--- config.mk ---
export PLATFORM = sky130hd
export DESIGN_NAME = stepper_line_move_sequencer_flat
export DESIGN_NICKNAME = d
export VERILOG_FILES = /design/src/rtl/slmv_pkg.sv /design/src/rtl/slmv_if.sv /design/src/rtl/slmv_div.sv /design/src/rtl/stepper_line_move_sequencer.sv /design/src/flat_wrapper.sv
export SDC_FILE = /design/constraint.sdc
export NUM_CORES = 1
export LEC_CHECK = 0
export BUFFER_PORTS_ARGS = -buffer_cell sky130_fd_sc_hd__buf_2
export CORE_ASPECT_RATIO = 0.7
export CORE_MARGIN = 2
export CORE_UTILIZATION = 45
export DETAILED_ROUTE_END_ITERATION = 8
export PLACE_DENSITY = 0.72
export SLEW_MARGIN = 25
export SYNTH_ARGS = -nofsm -noshare
export SYNTH_HDL_FRONTEND = slang
export SYNTH_SLANG_ARGS = --single-unit
--- constraint.sdc ---
create_clock -name clk -period 10.61 [get_ports clk]
set_clock_uncertainty 0.15 [all_clocks]
set_input_delay 0 -clock clk [delete_from_list [all_inputs] [get_ports clk]]
set_output_delay 0 -clock clk [all_outputs]
set_load 0.02 [all_outputs]
--- src/rtl/slmv_pkg.sv ---
// ----------------------------------------------------------------------------
// slmv_pkg - shared types and constants for the line move sequencer
// Command and axis codes, coil pattern lookup.
// ----------------------------------------------------------------------------
package slmv_pkg;

  typedef logic [1:0] cmd_t;
  typedef logic [1:0] axis_t;
  typedef logic [1:0] phase_t;
  typedef logic [3:0] coils_t;

  localparam cmd_t CMD_START = 2'd0;
  localparam cmd_t CMD_TICK  = 2'd1;
  localparam cmd_t CMD_ZSTEP = 2'd2;

  localparam axis_t AXIS_NONE = 2'd0;
  localparam axis_t AXIS_X    = 2'd1;
  localparam axis_t AXIS_Y    = 2'd2;
  localparam axis_t AXIS_Z    = 2'd3;

  // phase to one-hot coil drive, bit3 is coil one
  function automatic coils_t coil_pattern(input phase_t ph);
    coils_t c;
    case (ph)
      2'd0:    c = 4'b1000;
      2'd1:    c = 4'b0010;
      2'd2:    c = 4'b0100;
      2'd3:    c = 4'b0001;
      default: c = 4'b1000;
    endcase
    return c;
  endfunction

endpackage

--- src/rtl/slmv_if.sv ---
// ----------------------------------------------------------------------------
// slmv_if - command and result channels of the line move sequencer
// Valid/ready channels; an item moves when valid and ready are both high.
// ----------------------------------------------------------------------------
interface slmv_cmd_if
  import slmv_pkg::*;
#(
  parameter int MOVE_BITS = 16
) ();
  logic                 valid;
  logic                 ready;
  cmd_t                 cmd;
  logic [MOVE_BITS-1:0] move_x;
  logic [MOVE_BITS-1:0] move_y;
  logic                 z_dir;

  modport source (output valid, cmd, move_x, move_y, z_dir, input ready);
  modport sink   (input valid, cmd, move_x, move_y, z_dir, output ready);
endinterface

interface slmv_res_if
  import slmv_pkg::*;
();
  logic   valid;
  logic   ready;
  coils_t x_coils;
  coils_t y_coils;
  coils_t z_coils;
  axis_t  stepped_axis;
  logic   busy_res;
  logic   move_done;

  modport source (output valid, x_coils, y_coils, z_coils, stepped_axis, busy_res, move_done,
                  input ready);
  modport sink   (input valid, x_coils, y_coils, z_coils, stepped_axis, busy_res, move_done,
                  output ready);
endinterface

--- src/rtl/slmv_div.sv ---
// ----------------------------------------------------------------------------
// slmv_div - iterative unsigned divider
// Restoring division, one quotient bit per cycle; done is raised once the last bit is in.
// ----------------------------------------------------------------------------
module slmv_div
  import slmv_pkg::*;
#(
  parameter int W = 16
) (
  input  logic         clk,
  input  logic         rst,
  input  logic         start,
  input  logic [W-1:0] dividend,
  input  logic [W-1:0] divisor,
  output logic         done,
  output logic [W-1:0] quotient
);

  localparam int CW = $clog2(W + 1);

  logic [W-1:0]  rem;
  logic [W-1:0]  quo;
  logic [W-1:0]  dvs;
  logic [CW-1:0] cnt;
  logic [W:0]    shifted;
  logic [W:0]    diff;
  logic          ge;

  assign shifted  = {rem, quo[W-1]};
  assign diff     = shifted - {1'b0, dvs};
  assign ge       = shifted >= {1'b0, dvs};
  assign quotient = quo;

  always_ff @(posedge clk) begin
    if (rst) begin
      cnt  <= '0;
      done <= 1'b0;
    end else begin
      done <= 1'b0;
      if (start) begin
        rem <= '0;
        quo <= dividend;
        dvs <= divisor;
        cnt <= CW'(W);
      end else if (cnt != '0) begin
        rem  <= ge ? diff[W-1:0] : shifted[W-1:0];
        quo  <= {quo[W-2:0], ge};
        cnt  <= cnt - 1'b1;
        done <= (cnt == CW'(1));
      end
    end
  end

endmodule

--- src/rtl/stepper_line_move_sequencer.sv ---
// ----------------------------------------------------------------------------
// stepper_line_move_sequencer - two-axis full-step line move sequencer
// Start, tick and Z step commands drive X, Y and Z coil phases.
// ----------------------------------------------------------------------------
// Usage:
//   in_ch carries commands: start a move (signed X/Y counts), tick (make the
//   next step of the move) or a single Z step. out_ch returns one result item
//   per command: coil patterns of all axes, the axis stepped, busy and done.
//   A start, Z step, spare command or a tick inside a burst passes through the
//   EXEC and APPLY states before its result is registered. A tick that opens
//   a burst first runs the restoring divider in the DIV state, between EXEC
//   and APPLY. in_ch takes no new command until the item has been applied.
//   One command is in work at a time; in_ch is ready whenever the sequencer
//   is idle, also while a result waits in out_ch.
//   A stalled receiver holds the result register; the sequencer then waits
//   in its final state with the next result until the slot frees.
//   Reset clears the phases (coils show 1000), the remaining counts and the
//   burst state; no result is pending after reset.
// ----------------------------------------------------------------------------
module stepper_line_move_sequencer
  import slmv_pkg::*;
#(
  parameter int MOVE_BITS = 16
) (
  input  logic       clk,
  input  logic       rst,
  slmv_cmd_if.sink   in_ch,
  slmv_res_if.source out_ch
);

  localparam int MB = MOVE_BITS;

  typedef enum logic [1:0] {ST_IDLE, ST_EXEC, ST_DIV, ST_APPLY} state_t;

  state_t               state;
  cmd_t                 item_cmd;
  logic                 item_zdir;
  logic [MB-1:0]        item_mx;
  logic [MB-1:0]        item_my;

  phase_t               phase_x, phase_y, phase_z;
  logic signed [MB:0]   remain_x, remain_y;
  logic [MB-1:0]        burst_left;
  logic                 x_is_major, minor_pending;

  phase_t               phase_x_next, phase_y_next, phase_z_next;
  logic signed [MB:0]   remain_x_next, remain_y_next;
  logic [MB-1:0]        burst_left_next;
  logic                 x_is_major_next, minor_pending_next;
  axis_t                axis_next;
  logic                 busy_next, done_next;

  logic signed [MB:0]   maj, mnr, sx, sy;
  logic [MB:0]          maj_abs, mnr_abs, sx_abs, sy_abs;
  logic                 need_div, do_x, do_y, step_maj, step_min, out_free;
  logic                 div_done;
  logic [MB-1:0]        div_q;

  assign in_ch.ready = (state == ST_IDLE);
  assign out_free    = !out_ch.valid || out_ch.ready;

  assign maj     = x_is_major ? remain_x : remain_y;
  assign mnr     = x_is_major ? remain_y : remain_x;
  assign maj_abs = maj[MB] ? -maj : maj;
  assign mnr_abs = mnr[MB] ? -mnr : mnr;
  assign sx      = $signed({item_mx[MB-1], item_mx});
  assign sy      = $signed({item_my[MB-1], item_my});
  assign sx_abs  = sx[MB] ? -sx : sx;
  assign sy_abs  = sy[MB] ? -sy : sy;

  assign need_div = (item_cmd == CMD_TICK) && (mnr != '0) && !minor_pending
                    && (burst_left == '0);

  slmv_div #(.W(MB)) u_div (
    .clk      (clk),
    .rst      (rst),
    .start    (state == ST_EXEC && need_div),
    .dividend (maj_abs[MB-1:0]),
    .divisor  (mnr_abs[MB-1:0]),
    .done     (div_done),
    .quotient (div_q)
  );

  always_comb begin
    phase_x_next       = phase_x;
    phase_y_next       = phase_y;
    phase_z_next       = phase_z;
    remain_x_next      = remain_x;
    remain_y_next      = remain_y;
    burst_left_next    = burst_left;
    x_is_major_next    = x_is_major;
    minor_pending_next = minor_pending;
    axis_next          = AXIS_NONE;
    step_maj           = 1'b0;
    step_min           = 1'b0;
    case (item_cmd)
      CMD_START: begin
        remain_x_next      = sx;
        remain_y_next      = sy;
        x_is_major_next    = sx_abs > sy_abs;
        burst_left_next    = '0;
        minor_pending_next = 1'b0;
      end
      CMD_TICK: begin
        if (remain_x == '0 && remain_y == '0) begin
          burst_left_next    = '0;
          minor_pending_next = 1'b0;
        end else if (burst_left != '0 && maj != '0) begin
          burst_left_next = burst_left - 1'b1;
          step_maj        = 1'b1;
        end else begin
          burst_left_next    = '0;
          minor_pending_next = 1'b0;
          if (minor_pending && mnr != '0) begin
            step_min = 1'b1;
          end else if (maj != '0) begin
            step_maj = 1'b1;
          end else begin
            step_min = 1'b1;
          end
        end
      end
      CMD_ZSTEP: begin
        phase_z_next = phase_z + (item_zdir ? 2'd3 : 2'd1);
        axis_next    = AXIS_Z;
      end
      default: begin
      end
    endcase
    do_x = (step_maj && x_is_major) || (step_min && !x_is_major);
    do_y = (step_maj && !x_is_major) || (step_min && x_is_major);
    if (do_x) begin
      if (remain_x > 0) begin
        phase_x_next  = phase_x + 2'd1;
        remain_x_next = remain_x - 1'b1;
      end else begin
        phase_x_next  = phase_x + 2'd3;
        remain_x_next = remain_x + 1'b1;
      end
      axis_next = AXIS_X;
    end
    if (do_y) begin
      if (remain_y > 0) begin
        phase_y_next  = phase_y + 2'd3;
        remain_y_next = remain_y - 1'b1;
      end else begin
        phase_y_next  = phase_y + 2'd1;
        remain_y_next = remain_y + 1'b1;
      end
      axis_next = AXIS_Y;
    end
    busy_next = (remain_x_next != '0) || (remain_y_next != '0);
    done_next = (item_cmd == CMD_TICK) && (do_x || do_y) && !busy_next;
  end

  always_ff @(posedge clk) begin
    if (rst) begin
      state         <= ST_IDLE;
      phase_x       <= '0;
      phase_y       <= '0;
      phase_z       <= '0;
      remain_x      <= '0;
      remain_y      <= '0;
      burst_left    <= '0;
      x_is_major    <= 1'b0;
      minor_pending <= 1'b0;
      out_ch.valid  <= 1'b0;
    end else begin
      if (state == ST_APPLY && out_free) begin
        out_ch.valid <= 1'b1;
      end else if (out_ch.ready) begin
        out_ch.valid <= 1'b0;
      end
      case (state)
        ST_IDLE: begin
          if (in_ch.valid) begin
            item_cmd  <= in_ch.cmd;
            item_zdir <= in_ch.z_dir;
            item_mx   <= in_ch.move_x;
            item_my   <= in_ch.move_y;
            state     <= ST_EXEC;
          end
        end
        ST_EXEC: begin
          state <= need_div ? ST_DIV : ST_APPLY;
        end
        ST_DIV: begin
          if (div_done) begin
            burst_left    <= div_q;
            minor_pending <= 1'b1;
            state         <= ST_APPLY;
          end
        end
        ST_APPLY: begin
          if (out_free) begin
            phase_x             <= phase_x_next;
            phase_y             <= phase_y_next;
            phase_z             <= phase_z_next;
            remain_x            <= remain_x_next;
            remain_y            <= remain_y_next;
            burst_left          <= burst_left_next;
            x_is_major          <= x_is_major_next;
            minor_pending       <= minor_pending_next;
            out_ch.x_coils      <= coil_pattern(phase_x_next);
            out_ch.y_coils      <= coil_pattern(phase_y_next);
            out_ch.z_coils      <= coil_pattern(phase_z_next);
            out_ch.stepped_axis <= axis_next;
            out_ch.busy_res     <= busy_next;
            out_ch.move_done    <= done_next;
            state               <= ST_IDLE;
          end
        end
        default: begin
          state <= ST_IDLE;
        end
      endcase
    end
  end

endmodule

--- src/flat_wrapper.sv ---
// flat-port wrapper written by rule: the top's interface ports become plain ports
module stepper_line_move_sequencer_flat import slmv_pkg::*;
#(
  parameter int MOVE_BITS = 16
)
  (clk, rst, in_ch_valid, in_ch_cmd, in_ch_move_x, in_ch_move_y, in_ch_z_dir, in_ch_ready, out_ch_valid, out_ch_x_coils, out_ch_y_coils, out_ch_z_coils, out_ch_stepped_axis, out_ch_busy_res, out_ch_move_done, out_ch_ready);
  slmv_cmd_if #(.MOVE_BITS(MOVE_BITS)) in_ch_i ();
  slmv_res_if out_ch_i ();
  input  logic clk;
  input  logic rst;
  input wire logic [$bits(in_ch_i.valid)-1:0] in_ch_valid;
  input wire logic [$bits(in_ch_i.cmd)-1:0] in_ch_cmd;
  input wire logic [$bits(in_ch_i.move_x)-1:0] in_ch_move_x;
  input wire logic [$bits(in_ch_i.move_y)-1:0] in_ch_move_y;
  input wire logic [$bits(in_ch_i.z_dir)-1:0] in_ch_z_dir;
  output wire logic [$bits(in_ch_i.ready)-1:0] in_ch_ready;
  output wire logic [$bits(out_ch_i.valid)-1:0] out_ch_valid;
  output wire logic [$bits(out_ch_i.x_coils)-1:0] out_ch_x_coils;
  output wire logic [$bits(out_ch_i.y_coils)-1:0] out_ch_y_coils;
  output wire logic [$bits(out_ch_i.z_coils)-1:0] out_ch_z_coils;
  output wire logic [$bits(out_ch_i.stepped_axis)-1:0] out_ch_stepped_axis;
  output wire logic [$bits(out_ch_i.busy_res)-1:0] out_ch_busy_res;
  output wire logic [$bits(out_ch_i.move_done)-1:0] out_ch_move_done;
  input wire logic [$bits(out_ch_i.ready)-1:0] out_ch_ready;
  assign in_ch_i.valid = in_ch_valid;
  assign in_ch_i.cmd = in_ch_cmd;
  assign in_ch_i.move_x = in_ch_move_x;
  assign in_ch_i.move_y = in_ch_move_y;
  assign in_ch_i.z_dir = in_ch_z_dir;
  assign in_ch_ready = in_ch_i.ready;
  assign out_ch_valid = out_ch_i.valid;
  assign out_ch_x_coils = out_ch_i.x_coils;
  assign out_ch_y_coils = out_ch_i.y_coils;
  assign out_ch_z_coils = out_ch_i.z_coils;
  assign out_ch_stepped_axis = out_ch_i.stepped_axis;
  assign out_ch_busy_res = out_ch_i.busy_res;
  assign out_ch_move_done = out_ch_i.move_done;
  assign out_ch_i.ready = out_ch_ready;
  stepper_line_move_sequencer #(.MOVE_BITS(MOVE_BITS)) u_core (.clk(clk), .rst(rst), .in_ch(in_ch_i), .out_ch(out_ch_i));
endmodule
==> results.sh <==
export IMPL_viasPerCell=6.11
export IMPL_grt_pass1_vias=9756
export IMPL_grt_usage_pct=25.6
export IMPL_r2r_slack_ns=5.46
export IMPL_yosys_area_top_type_share_pct=25.2
export IMPL_avgSynthCellArea_um2=8.71
export IMPL_diodes=0
export IMPL_drt_total_wl_mm=34.9
export IMPL_core_area_um2=25700
export IMPL_synth_area_um2=11800
export IMPL_num_rows=49
export IMPL_rsz0062_at_grt="false"
export IMPL_async_flop_share_pct=0
export IMPL_synth_nets=1470
export IMPL_numCtsBuffers=17
export IMPL_synth_flop_cell="edfxtp_1"
export IMPL_ant_nets=0
export IMPL_clock_sinks=166
export IMPL_hold_path_class="in2reg"
export IMPL_grt_pass1_wl_mm=54.6
export IMPL_firstDrtPassIters=8
export IMPL_crit_path_end_kind="flop"
export IMPL_synth_seq_area_share_pct=36.6
export IMPL_layout_common_cells="146 x nor2_1, 136 x nand2_1, 99 x edfxtp_1"
export IMPL_synth_distinct_cells=82
export IMPL_die_x_um=197
export IMPL_fin_ws_ns=5.46
export IMPL_dp_slack_ns=5.64
export IMPL_grt_max_degree=67
export IMPL_hold_viol_final=0
export IMPL_cts_root_buffer="clkbuf_16"
export IMPL_path_clk_slew_ns=0.07
export IMPL_grt_ovfl_total=0
export IMPL_cts_buffer_depth=2
export IMPL_critPathRequiredTime_ns=10.64
export IMPL_htreeDepth=4
export IMPL_final_nets=1539
export IMPL_p_leak_nw=5.21
export IMPL_dp_hpwl_mm=25.4
export IMPL_yosysTopAreaCell="edfxtp_1"
export IMPL_drt_first_iter_violations=1302
export IMPL_layout_commonest_cell="nor2_1"
export IMPL_initial_core_util_pct=45.9
export IMPL_drive_above_1_share_pct=10.2
export IMPL_tritoncts="yes"
export IMPL_finalMaxSlewViolations=0
export IMPL_synth_area_leaders="edfxtp_1 25%, dfxtp_1 11%, ha_1 8.0%, nor2_1 4.7%, xnor2_1 4.6%"
export IMPL_die_area_um2=27500
export IMPL_max_freq_mhz=194
export IMPL_vias=10800
export IMPL_cap_violations=0
export IMPL_start_kind="flop"
export IMPL_peakVddDrop_v=0.000146
export IMPL_synth_warnings=0
export IMPL_finalSetupTns_ns=0
export IMPL_area_delta_synth_final_pct=13.8
export IMPL_crit_type="reg2reg"
export IMPL_relSlewSlack_pct=32.1
export IMPL_synth_seq_cells=166
export IMPL_status="completed"
export IMPL_synth_edf_count=99
export IMPL_post_route_period_util_pct=48.5
export IMPL_place_congestion=0.970
export IMPL_post_route_min_period_ns=5.15
export IMPL_path_max_fanout=57
export IMPL_syn_inst=1353
export IMPL_powerDensity_nw_per_um2=251
export IMPL_port_buffers=56
export IMPL_ioPinCount=57
export IMPL_avgRoutedWirePerCell_um=19.8
export IMPL_drcViolationCount=0
export IMPL_grt_antenna_before_repair=1
export IMPL_clock_latency_ns=0.44
export IMPL_setup_viol=0
export IMPL_cp_arrival_ns=5.18
export IMPL_tightestPinTransition_ns=1.02
export IMPL_nFillCells=2374
export IMPL_cts_resized=0
export IMPL_die_h_um=139
==> routing by layer <==
layer	vias to the layer above	GRT usage (%)	share of wire [%]
met5	-	0	0
met4	0	6.21	1.8
met3	62	6.93	12
met2	568	35.0	40
met1	5078	39.3	47
li1	5078	-	-
==> final timing paths <==
kind	start	endpoint	depth (start not counted)
setup / recovery	u_core.x_is_major$_SDFFE_PP0P_	u_core.out_ch.busy_res$_DFFE_PP_	12
hold / removal	in_ch_move_x[1]	u_core.item_mx[1]$_DFFE_PP_	2
setup reg to reg	u_core.x_is_major$_SDFFE_PP0P_	u_core.out_ch.busy_res$_DFFE_PP_	12
hold reg to reg	u_core.burst_left[4]$_SDFFE_PP0P_	u_core.burst_left[4]$_SDFFE_PP0P_	2
==> cells in the mapped netlist (23+ instances only) <==
cell type / count
nor2_1: 147
nand2_1: 137
edfxtp_1: 99
o21ai_0: 88
a21oi_1: 87
ha_1: 75
dfxtp_1: 67
xnor2_1: 62
inv_1: 52
clkbuf_1: 51
xor2_1: 51
nor3_1: 47
mux2i_1: 39
nand3_1: 23
==> worst max-delay path: stages (launching register included) <==
cell	delay, ns
dfxtp_2	0.44
buf_4	0.64
mux2i_1	0.36
ha_1	0.31
nand2b_1	0.08
nor4_1	0.30
o2111ai_1	0.31
o32a_2	0.33
a21oi_2	0.65
a41oi_1	0.36
a2111oi_2	0.37
nand4b_1	0.16
or4_1	0.40
==> timing repair <==
action | in CTS | in global routing
setup buffers | 0 | 0
hold buffers | 38 | 0
endpoints found under the hold margin | 55 | 0
==> logic make-up after synthesis <==
| kind of cell | after synthesis | share of synthesized area (%) |
|---|---|---|
| AND/OR/NAND/NOR | 485 | 20.0 |
| AO/OA/AOI/OAI | 349 | 18.9 |
| flip-flops | 166 | 36.6 |
| buffers and inverters | 116 | 3.77 |
| XOR/XNOR | 113 | 8.40 |
| adder cells (fa/ha/maj) | 78 | 8.47 |
| multiplexers | 44 | 3.79 |
| other | 2 | 0.0637 |
==> sequential cells by signal, indices dropped and copies added, names as in the netlist, 2 cells and up <==
name	flops
u_core.burst_left	16
u_core.item_cmd	2
u_core.item_mx	16
u_core.item_my	16
u_core.out_ch.stepped_axis	2
u_core.out_ch.x_coils	4
u_core.out_ch.y_coils	4
u_core.out_ch.z_coils	4
u_core.phase_x	2
u_core.phase_y	2
u_core.phase_z	2
u_core.remain_x	17
u_core.remain_y	17
u_core.state	2
u_core.u_div.cnt	5
u_core.u_div.dvs	16
u_core.u_div.quotient	16
u_core.u_div.rem	16
==> area by class of cell <==
cell class | count | area (µm²) | share of cell area (%)
Sequential cell | 166 | 4320 | 32.2
Clock buffer | 17 | 425 | 3.17
Timing Repair Buffer | 114 | 831 | 6.19
Multi-Input combinational cell | 1071 | 7060 | 52.6
Clock inverter | 15 | 175 | 1.31
Tap cell | 331 | 414 | 3.09
Inverter | 52 | 195 | 1.46
==> power by group <==
| group | switching [mW] | total, mW | internal (mW) |
|---|---|---|---|
| combinational | 1.05 | 1.73 | 0.676 |
| sequential | 0.132 | 0.992 | 0.859 |
| clock | 0.308 | 0.647 | 0.339 |
| total | 1.49 | 3.37 | 1.87 |
==> per-stage QoR <==
step | hold slack (ns) | util, % | instances | cell area, µm² | total power, mW
final | 0.111 | 52.2 | 1766 | 13400 | 3.37
after global routing | 0.0966 | 52.2 | 1766 | 13400 | 3.58
after CTS | 0.0951 | 52.2 | 1766 | 13400 | 3.33
after detailed placement | 0.0286 | 48.4 | 1696 | 12400 | 2.66
after global placement | 0.0266 | 48.3 | 1695 | 12400 | 2.62
after floorplan | -0.0603 | - | 1353 | 11800 | 2.22
Note: power is estimated with default switching activity, not from simulation.
